`src/design/spm_pkg.sv`:
```
// stationary pose health monitor: shared types, constants and the arc tangent table
// no dependencies
`timescale 1ns / 1ps

package spm_pkg;

    localparam int POS_W      = 32;
    localparam int Q_W        = 16;
    localparam int CNT_W      = 20;
    localparam int STAT_W     = 32;
    localparam int CFG_IDX_W  = 3;
    localparam int CFG_DATA_W = 32;
    localparam int QUEUE_DEPTH = 2;

    localparam int ISQ_RAD_W  = 68;
    localparam int ISQ_ROOT_W = 34;
    localparam int DIV_DVD_W  = 54;
    localparam int DIV_DSR_W  = 32;
    localparam int CORD_STEPS = 24;
    localparam int CORD_Z_W   = 27;
    localparam int CORD_IN_W  = 32;

    localparam logic [CNT_W-1:0]  CNT_MAX  = '1;
    localparam logic [STAT_W-1:0] STAT_MAX = '1;
    localparam logic [19:0]       US_PER_S = 20'd1000000;
    localparam logic [28:0]       ONE_Q28  = 29'h1000_0000;

    localparam logic [19:0] RST_MIN_COUNT  = 20'd10;
    localparam logic [19:0] RST_MIN_GAP    = 20'd100;
    localparam logic [31:0] RST_POS_LIMIT  = 32'd655;
    localparam logic [31:0] RST_ANG_LIMIT  = 32'd655;
    localparam logic [31:0] RST_SPD_LIMIT  = 32'd6554;
    localparam logic [31:0] RST_RATE_LIMIT = 32'd6554;
    localparam logic [31:0] RST_ACC_LIMIT  = 32'd65536;

    typedef enum logic [CFG_IDX_W-1:0] {
        CFG_MIN_COUNT  = 3'd0,
        CFG_MIN_GAP    = 3'd1,
        CFG_POS_LIMIT  = 3'd2,
        CFG_ANG_LIMIT  = 3'd3,
        CFG_SPD_LIMIT  = 3'd4,
        CFG_RATE_LIMIT = 3'd5,
        CFG_ACC_LIMIT  = 3'd6
    } cfg_idx_t;

    typedef struct packed {
        logic [31:0]        time_us;
        logic signed [31:0] pos_x;
        logic signed [31:0] pos_y;
        logic signed [31:0] pos_z;
        logic signed [15:0] quat_w;
        logic signed [15:0] quat_x;
        logic signed [15:0] quat_y;
        logic signed [15:0] quat_z;
        logic               final_sample;
    } in_word_t;

    typedef struct packed {
        logic [19:0] sample_count;
        logic [31:0] pos_drift;
        logic [31:0] ang_drift;
        logic [31:0] peak_speed;
        logic [31:0] peak_ang_rate;
        logic [31:0] peak_acc;
        logic        healthy;
    } out_word_t;

    typedef struct packed {
        logic [19:0] min_sample_count;
        logic [19:0] min_gap_us;
        logic [31:0] drift_pos_limit;
        logic [31:0] drift_ang_limit;
        logic [31:0] speed_limit;
        logic [31:0] ang_rate_limit;
        logic [31:0] acc_limit;
    } cfg_t;

    typedef enum logic [3:0] {
        S_IDLE, S_DSQ, S_DACC, S_QMUL, S_QACC, S_QCLAMP, S_QSQR, S_QRAD,
        S_SQRT, S_CORDIC, S_RMUL, S_DIV, S_APPLY, S_FIN, S_EMIT
    } state_t;

    typedef enum logic [2:0] {
        J_SPEED, J_ANGRATE, J_ACC, J_PDRIFT, J_ADRIFT
    } job_t;

    // arc tangent of 2^-i in units of 2^-24 rad
    function automatic logic signed [CORD_Z_W-1:0] cord_atan(input logic [4:0] i);
        case (i)
            5'd0:  return 27'sd13176795;
            5'd1:  return 27'sd7778716;
            5'd2:  return 27'sd4110060;
            5'd3:  return 27'sd2086331;
            5'd4:  return 27'sd1047214;
            5'd5:  return 27'sd524117;
            5'd6:  return 27'sd262123;
            5'd7:  return 27'sd131069;
            5'd8:  return 27'sd65536;
            5'd9:  return 27'sd32768;
            5'd10: return 27'sd16384;
            5'd11: return 27'sd8192;
            5'd12: return 27'sd4096;
            5'd13: return 27'sd2048;
            5'd14: return 27'sd1024;
            5'd15: return 27'sd512;
            5'd16: return 27'sd256;
            5'd17: return 27'sd128;
            5'd18: return 27'sd64;
            5'd19: return 27'sd32;
            5'd20: return 27'sd16;
            5'd21: return 27'sd8;
            5'd22: return 27'sd4;
            5'd23: return 27'sd2;
            default: return 27'sd0;
        endcase
    endfunction

endpackage

```
`src/design/spm_front.sv`:
```
// front end: takes input words and holds them in a short queue for the back end
// depends on spm_pkg
`timescale 1ns / 1ps

module spm_front #(
    parameter int DEPTH = spm_pkg::QUEUE_DEPTH
) (
    input  logic              aclk,
    input  logic              aresetn,
    input  logic              s_valid,
    output logic              s_ready,
    input  spm_pkg::in_word_t s_word,
    output logic              q_valid,
    input  logic              q_ready,
    output spm_pkg::in_word_t q_word
);
    import spm_pkg::*;

    localparam int PTR_W = $clog2(DEPTH);
    localparam int FILL_W = $clog2(DEPTH + 1);
    localparam logic [PTR_W-1:0] LAST_PTR = PTR_W'(DEPTH - 1);
    localparam logic [FILL_W-1:0] FULL_FILL = FILL_W'(DEPTH);

    in_word_t          mem_reg [DEPTH];
    logic [PTR_W-1:0]  wr_ptr_reg, wr_ptr_next;
    logic [PTR_W-1:0]  rd_ptr_reg, rd_ptr_next;
    logic [FILL_W-1:0] fill_reg, fill_next;
    logic              push, pop;

    assign s_ready = (fill_reg != FULL_FILL);
    assign q_valid = (fill_reg != '0);
    assign q_word  = mem_reg[rd_ptr_reg];
    assign push    = s_valid && s_ready;
    assign pop     = q_valid && q_ready;

    always_comb begin
        wr_ptr_next = wr_ptr_reg;
        rd_ptr_next = rd_ptr_reg;
        fill_next   = fill_reg;
        if (push) begin
            wr_ptr_next = (wr_ptr_reg == LAST_PTR) ? '0 : wr_ptr_reg + 1'b1;
        end
        if (pop) begin
            rd_ptr_next = (rd_ptr_reg == LAST_PTR) ? '0 : rd_ptr_reg + 1'b1;
        end
        if (push && !pop) begin
            fill_next = fill_reg + 1'b1;
        end else if (pop && !push) begin
            fill_next = fill_reg - 1'b1;
        end
    end

    always_ff @(posedge aclk) begin
        if (!aresetn) begin
            wr_ptr_reg <= '0;
            rd_ptr_reg <= '0;
            fill_reg   <= '0;
        end else begin
            wr_ptr_reg <= wr_ptr_next;
            rd_ptr_reg <= rd_ptr_next;
            fill_reg   <= fill_next;
        end
    end

    always_ff @(posedge aclk) begin
        if (push) begin
            mem_reg[wr_ptr_reg] <= s_word;
        end
    end

endmodule

```
`config.mk`:
```
export PLATFORM = sky130hd
export DESIGN_NAME = spm_front
export DESIGN_NICKNAME = d
export VERILOG_FILES = /design/src/design/spm_pkg.sv /design/src/design/spm_front.sv
export SDC_FILE = /design/constraint.sdc
export NUM_CORES = 1
export LEC_CHECK = 0
export ABC_CLOCK_PERIOD_IN_PS = 12800
export BUFFER_PORTS_ARGS = -buffer_cell sky130_fd_sc_hd__clkbuf_2
export CORE_ASPECT_RATIO = 1.4
export CORE_MARGIN = 4
export CORE_UTILIZATION = 55
export CTS_BUF_LIST = sky130_fd_sc_hd__clkbuf_16
export CTS_CLUSTER_DIAMETER = 200
export DETAILED_ROUTE_END_ITERATION = 6
export HOLD_SLACK_MARGIN = 0.05
export PLACE_DENSITY = 0.87
export SLEW_MARGIN = 20
export SYNTH_ARGS = -nofsm -noshare
export SYNTH_HDL_FRONTEND = slang
export SYNTH_SLANG_ARGS = --single-unit
export TNS_END_PERCENT = 20
```
`constraint.sdc`:
```
create_clock -name aclk -period 12.8 [get_ports aclk]
set_input_delay 2.56 -clock aclk [delete_from_list [all_inputs] [get_ports aclk]]
set_output_delay 2.56 -clock aclk [all_outputs]
set_load 0.01 [all_outputs]
```
==> flow_metrics.py, run 1 <==
metrics = {
    "run_status": {
        "outcome": "complete, no violations",
    },
    "floorplan": {
        "initial_core_util": 0.559,
        "die_width_um": 144,
        "floorplan.io_pins": 392,
        "chipHeight_um": 198,
        "fp-row-count": 69,
        "design.die.area_um2": 28500,
        "placeableCoreArea_um2": 25400,
    },
    "yosys": {
        "synth_largest_type_area_fraction": 0.817,
        "post_synth_inst_count": 624,
        "netlist-cell-type-count": 21,
        "post_synth_instance_area_um2": 14200,
        "yosys_warnings": 0,
        "yosys_register_bits": 391,
        "synth_top_cells_by_area": "edfxtp_1 (82%), mux2_2 (15%), dfxtp_1 (0.71%)",
        "syn-num-nets": 822,
        "post_synth.cell_area_avg_um2": 22.7,
        "seq_area_frac_synth": 0.824,
        "synth_top_area_cell": "edfxtp_1",
    },
    "timing": {
        "fmax_mhz": 191,
        "timing_hold_violations_final": 0,
        "final-setup-viol-count": 0,
        "period_share": 0.408,
        "timing.hold.ws_ps": 563,
        "worst_slew_pin_slew_ps": 1070,
        "grt_setup_unrepaired": "no",
        "slew_viol_final": 0,
        "clock-skew-final_ps": 17.9,
        "timing.slew.headroom": 0.285,
        "fin_tns_setup_ps": 0,
        "final.min_clock_period_ps": 5230,
    },
    "power": {
        "net-switching-power_mw": 0.924,
        "power_switching_share": 0.264,
        "combPwrFrac": 0.231,
        "p_clk_frac": 0.296,
        "peakVddDrop_v": 0.000195,
        "power_density_nw_per_um2": 199,
        "internal_power_mw": 2.57,
        "seq_power_share": 0.473,
        "total_leakage_power_nw": 6.63,
    },
    "critical_path": {
        "class_of_the_most_critical_setup_path": "reg -> out",
        "path_max_fanout": 83,
        "timing.critical_path.from_type": "flop",
        "launch_instance_of_the_worst_register_to_register_path": "fill_reg[0]$_SDFFE_PN0P_",
        "crit_required_ps": 10240,
        "crit_path_end_kind": "primary output",
        "critical_path_arrival_ps": 2670,
    },
    "clocking": {
        "tritoncts": "yes",
        "clock_transition_at_the_registers_of_the_reported_paths_ps": 60,
        "clk_root_buffer_cell": "clkbuf_16",
        "cts_repair_resize_count": 0,
        "cts_hold_buffers": 0,
        "clk_buf_depth": 3,
        "clkSinkCount": 391,
        "cts-htree-levels": 2,
        "clock_insertion_delay_worst_skew_ps": 510,
        "post_cts.repair.setup_buffers": 0,
        "cts_buffers": 36,
    },
    "finish": {
        "layout.area.seq_um2": 11700,
        "finalInstanceArea_um2": 17600,
        "drive_above_1_share": 0.605,
        "multi_input_comb_area_um2": 2320,
        "utilization": 0.692,
        "layout.nets": 1235,
        "largest_register_ffs": 386,
        "number_of_filler_cells_placed_in_the_layout": 1611,
        "syn2layout_area_growth_pct": 23.8,
    },
    "drt": {
        "routed_wirelength_um": 29800,
        "avgViaCountPerCell": 5.29,
        "routed-via-count": 7327,
        "dr.first_iter.drc_count": 364,
        "wl_per_cell_um": 21.5,
        "first_pass_detailed_route_iteration_total": 4,
        "final_ant_viol_nets": 0,
        "drt_drc_violations_left": 0,
    },
    "global_route": {
        "global_route_wire_length_before_repair_um": 43800,
        "grt_overflow_total": 0,
        "antenna_found_initial": 3,
        "pin_count_of_the_biggest_net_entering_global_routing": 120,
        "grtUsageTotal": 0.204,
        "via_count_of_the_first_global_routing_pass": 7928,
    },
    "min_path": {
        "min_path_type": "reg -> reg",
        "min-delay-start": "fill_reg[1]$_SDFFE_PN0P_",
    },
    "placement": {
        "postPlaceCellArea_um2": 16400,
        "port-buffer-count": 391,
        "post-dp-hpwl_um": 20500,
        "gpl.final_weighted_congestion": 0.785,
    },
    "flow_run": {
        "drv_cap": 0,
    },
}
cell usage after synthesis:
cell	count
mux2_2	193
and2_1	4
and3_1	1
a21boi_1	1
xnor2_1	2
inv_1	1
buf_4	11
edfxtp_1	386
nand3b_1	1
nand2b_4	1
a21bo_2	1
dfxtp_1	5
xor2_1	1
buf_2	2
a21boi_0	1
buf_6	8
o21ai_1	1
or3_1	1
or2_2	1
ha_1	1
o21ai_0	1
cells by family (layout without fill, tap and decap cells):
logic type,after synthesis,in the layout,share of synthesized area
other,0,2,0
muxes,193,193,0.153
AOI/OAI and AO/OA,5,5,0.00247
adders and majority gates,1,1,0.000882
DFF,391,391,0.824
and+or+nand+nor,9,9,0.00459
xor gates and xnor gates,3,3,0.00185
buffers and inverters,22,461,0.0131
per-layer routing:
| layer | part of all wire | up-vias | GRT usage |
|---|---|---|---|
| met5 | 0 | - | 0 |
| met4 | 0.047 | 0 | 0.0977 |
| li1 | - | 3318 | - |
| met2 | 0.55 | 320 | 0.371 |
| met1 | 0.32 | 3604 | 0.211 |
| met3 | 0.085 | 85 | 0.0638 |
placed cells by master, fill, tap and decap left out, drive strengths merged, types with 2 or more instances in the layout:
| cell | count |
|---|---|
| inv | 4 |
| buf | 5 |
| mux2 | 193 |
| and2 | 4 |
| bufinv | 4 |
| a21boi | 2 |
| clkbuf | 428 |
| o21ai | 2 |
| clkinv | 18 |
| dfxtp | 5 |
| diode | 2 |
| edfxtp | 386 |
| clkinvlp | 2 |
| xnor2 | 2 |
metrics by stage:
step / total power, mW / setup WS [ps] / cells
floorplan: 2.21 / 5200 / 624
global placement: 2.47 / 7910 / 1318
detailed placement: 2.50 / 7850 / 1318
CTS: 3.54 / 7500 / 1382
global route: 3.65 / 7430 / 1384
finish: 3.49 / 7570 / 1384
power by group through the flow:
stage / Clock (mW) / Combinational (mW) / Sequential, mW
after floorplan: 0 / 0.529 / 1.68
after global placement: 0 / 0.804 / 1.67
after detailed placement: 0 / 0.819 / 1.68
after CTS: 1.05 / 0.825 / 1.66
after global routing: 1.11 / 0.869 / 1.67
final: 1.03 / 0.808 / 1.65
worst max-delay path: stages, from the launching register on:
cell	delay [ps]
dfxtp_4	630
buf_4	870
mux2_2	420
clkbuf_2	150
final cells by class:
type / count / share of cell area
antenna: 2 / 0.000285
clock buffer: 37 / 0.0527
sequential: 391 / 0.666
multi-input combinational: 211 / 0.132
tap: 319 / 0.0227
clock inverter: 27 / 0.0127
inverter: 1 / 0.000641
timing repair buffer: 396 / 0.113
final timing paths:
path	cells after the start	end	slack, ps
min	2	fill_reg[1]$_SDFFE_PN0P_	560
max	3	q_word[149]	7570
max reg2reg	4	mem_reg[0][101]$_DFFE_PP_	9900
min reg2reg	2	fill_reg[1]$_SDFFE_PN0P_	560
No activity file was read; power rests on OpenSTA's default activity.
==> inputs of run 2 (changes only) <==
--- a/config.mk
+++ b/config.mk
@@ -5,16 +5,17 @@
 export SDC_FILE = /design/constraint.sdc
 export NUM_CORES = 1
 export LEC_CHECK = 0
-export ABC_CLOCK_PERIOD_IN_PS = 12800
+export ABC_AREA = 1
+export ABC_CLOCK_PERIOD_IN_PS = 5000
 export BUFFER_PORTS_ARGS = -buffer_cell sky130_fd_sc_hd__clkbuf_2
 export CORE_ASPECT_RATIO = 1.4
 export CORE_MARGIN = 4
-export CORE_UTILIZATION = 55
+export CORE_UTILIZATION = 52
 export CTS_BUF_LIST = sky130_fd_sc_hd__clkbuf_16
 export CTS_CLUSTER_DIAMETER = 200
 export DETAILED_ROUTE_END_ITERATION = 6
 export HOLD_SLACK_MARGIN = 0.05
-export PLACE_DENSITY = 0.87
+export PLACE_DENSITY = 0.83
 export SLEW_MARGIN = 20
 export SYNTH_ARGS = -nofsm -noshare
 export SYNTH_HDL_FRONTEND = slang
==> constraint.sdc (replaced) <==
create_clock -name aclk -period 5 [get_ports aclk]
set_input_delay 1 -clock aclk [delete_from_list [all_inputs] [get_ports aclk]]
set_output_delay 1 -clock aclk [all_outputs]
set_load 0.01 [all_outputs]
==> run 2 against run 1 <==
- sequential power rose to 2.6 times the previous value
- first-iteration DRC count rose by 8.5%
- routed wire length fell by 2.5%
- synthesized cell count rose by 2.1%
- clock skew rose by 2.8 ps
- clock power rose to 2.5 times the previous value
- final area rose by 0.51%
- core utilization fell by 3.6 points
- worst setup slack got worse by 5900 ps
- power rose to 2.5 times the previous value
- via count fell by 0.33%
- register-to-register slack got worse by 7300 ps
==> flow_metrics.py, run 2 <==
metrics = {
    "run_status": {
        "outcome": "complete, no violations",
    },
    "critical_path": {
        "timing.critical_path.from_type": "flop",
        "critical_path_arrival_ps": 2310,
        "crit_required_ps": 4000,
        "class_of_the_most_critical_setup_path": "reg -> out",
        "crit_path_end_kind": "primary output",
        "launch_instance_of_the_worst_register_to_register_path": "fill_reg[0]$_SDFFE_PN0P_",
        "path_max_fanout": 79,
    },
    "timing": {
        "timing.slew.headroom": 0.280,
        "fin_tns_setup_ps": 0,
        "timing.hold.ws_ps": 548,
        "slew_viol_final": 0,
        "period_share": 0.663,
        "timing_hold_violations_final": 0,
        "fmax_mhz": 302,
        "fin_worst_setup_slack_ps": 1690,
        "grt_setup_unrepaired": "no",
        "final-setup-viol-count": 0,
        "clock-skew-final_ps": 20.7,
        "worst_slew_pin_slew_ps": 1080,
        "final.min_clock_period_ps": 3310,
    },
    "yosys": {
        "yosys-top-cells-count": "edfxtp_1 (386), mux2_2 (193), buf_6 (17)",
        "yosys_warnings": 0,
        "seq_area_frac_synth": 0.822,
        "synth_top_area_cell": "edfxtp_1",
        "post_synth_instance_area_um2": 14200,
        "synthArstFlopShare": 0,
        "post_synth.cell_area_avg_um2": 22.3,
        "synth_flop_cell": "edfxtp_1",
        "netlist-cell-type-count": 15,
        "syn-num-nets": 835,
        "yosys_register_bits": 391,
        "synth_edf_count": 386,
        "synth_top_cells_by_area": "edfxtp_1 (82%), mux2_2 (15%), buf_6 (1.3%)",
        "synth_largest_type_area_fraction": 0.815,
        "post_synth_inst_count": 637,
        "yosysMostFrequentCell": "edfxtp_1",
    },
    "clocking": {
        "cts_repair_resize_count": 0,
        "clk_buf_depth": 3,
        "cts_hold_buffers": 0,
        "cts-htree-levels": 2,
        "clk_root_buffer_cell": "clkbuf_16",
        "clock_insertion_delay_worst_skew_ps": 520,
        "clock_transition_at_the_registers_of_the_reported_paths_ps": 70,
        "tritoncts": "yes",
        "clkSinkCount": 391,
        "post_cts.repair.setup_buffers": 0,
        "cts_buffers": 36,
    },
    "drt": {
        "drt_drc_violations_left": 0,
        "wl_per_cell_um": 20.2,
        "final_ant_viol_nets": 0,
        "routed-via-count": 7303,
        "routed_wirelength_um": 29100,
        "first_pass_detailed_route_iteration_total": 4,
        "dr.first_iter.drc_count": 395,
        "avgViaCountPerCell": 5.07,
    },
    "global_route": {
        "grtUsageTotal": 0.190,
        "pin_count_of_the_biggest_net_entering_global_routing": 194,
        "antenna_found_initial": 1,
        "grt_overflow_total": 0,
        "via_count_of_the_first_global_routing_pass": 7977,
        "global_route_wire_length_before_repair_um": 43900,
    },
    "finish": {
        "multi_input_comb_area_um2": 2300,
        "layout.area.seq_um2": 11700,
        "drive_above_1_share": 0.597,
        "syn2layout_area_growth_pct": 24.2,
        "largest_register_ffs": 386,
        "finalInstanceArea_um2": 17700,
        "layout.cells.most_common": "clkbuf_2",
        "number_of_filler_cells_placed_in_the_layout": 1804,
        "layout_common_cells": "clkbuf_2 (391), edfxtp_1 (386), mux2_2 (193)",
        "layoutNonFillerInstCount": 1441,
        "layout.nets": 1252,
    },
    "power": {
        "power_switching_share": 0.263,
        "p_clk_frac": 0.293,
        "net-switching-power_mw": 2.31,
        "power_density_nw_per_um2": 498,
        "internal_power_mw": 6.48,
        "combPwrFrac": 0.224,
        "peakVddDrop_v": 0.000631,
        "seq_power_share": 0.483,
        "total_leakage_power_nw": 6.67,
    },
    "placement": {
        "detailedPlace.worstSlack_ps": 2090,
        "post-dp-hpwl_um": 19900,
        "placed_instance_count": 1381,
        "gpl.final_weighted_congestion": 0.787,
        "postPlaceCellArea_um2": 16600,
        "port-buffer-count": 391,
    },
    "floorplan": {
        "placeableCoreArea_um2": 26900,
        "floorplan.io_pins": 392,
        "chipHeight_um": 204,
        "design.die.area_um2": 30100,
        "initial_core_util": 0.528,
        "fp-row-count": 71,
        "die_width_um": 148,
    },
    "min_path": {
        "min_path_type": "reg -> reg",
        "min-delay-start": "rd_ptr_reg$_SDFFE_PN0P_",
    },
    "flow_run": {
        "drv_cap": 0,
    },
}
[run 2: cell count changes in the layout (fill, tap and decap cells not counted), moves of 4 or more]
| cell | previous run | this run |
|---|---|---|
| nor2_1 | 0 | 6 |
| inv_1 | 3 | 12 |
| clkinv_1 | 13 | 9 |
| nand2_1 | 0 | 9 |
| and2_1 | 4 | 0 |
| buf_12 | 0 | 4 |
[run 2: final cells by class]
cell class	instances	share of cell area
flip-flops and latches	391	0.662
multi-input cells	217	0.130
repair buffers	400	0.117
clock buffers	37	0.0524
well taps	365	0.0259
clock inverters	22	0.0101
inverters	8	0.00170
diodes	1	0.000142
[run 2: power by group through the flow]
stage | Combinational [mW] | Clock [mW] | Sequential, mW
finish | 1.97 | 2.58 | 4.25
global route | 2.11 | 2.79 | 4.28
CTS | 2.01 | 2.64 | 4.25
floorplan | 1.24 | 0 | 4.36
global placement | 1.96 | 0 | 4.28
detailed placement | 1.99 | 0 | 4.32
[run 2: worst paths after layout]
check	end	slack, ps	cells past startpoint
setup reg to reg	mem_reg[1][121]$_DFFE_PP_	2570	5
setup / recovery	q_word[146]	1690	3
hold / removal	flop	550	2
hold reg to reg	flop	550	2
[run 2: logic make-up (layout without fill, tap and decap cells)]
family / after synthesis / after routing / synth area share
other cells: 0 / 1 / 0
fa+ha+maj: 1 / 1 / 0.000880
compound gates: 4 / 4 / 0.00158
flops: 391 / 391 / 0.822
buf+inv: 29 / 467 / 0.0173
simple gates: 19 / 19 / 0.00528
mux: 193 / 193 / 0.153
[run 2: critical path, cell delays in order (launching register included)]
cell      delay, ps
dfxtp_4         360
buf_4           790
mux2_2          450
clkbuf_2        130
[run 2: metrics by stage]
stage / power (mW) / utilization
final: 8.80 / 0.656
after global routing: 9.19 / 0.656
after CTS: 8.90 / 0.656
after detailed placement: 6.31 / 0.615
after global placement: 6.24 / 0.615
after floorplan: 5.60 / -
[run 2: layer usage]
layer  part of all wire  track usage  vias up  wire length, um
li1                   -            -     3355                -
met3              0.074       0.0540       65             2170
met5                  0            0        -                0
met2               0.55        0.345      294            15900
met1               0.34        0.207     3589             9920
met4              0.037       0.0786        0             1060
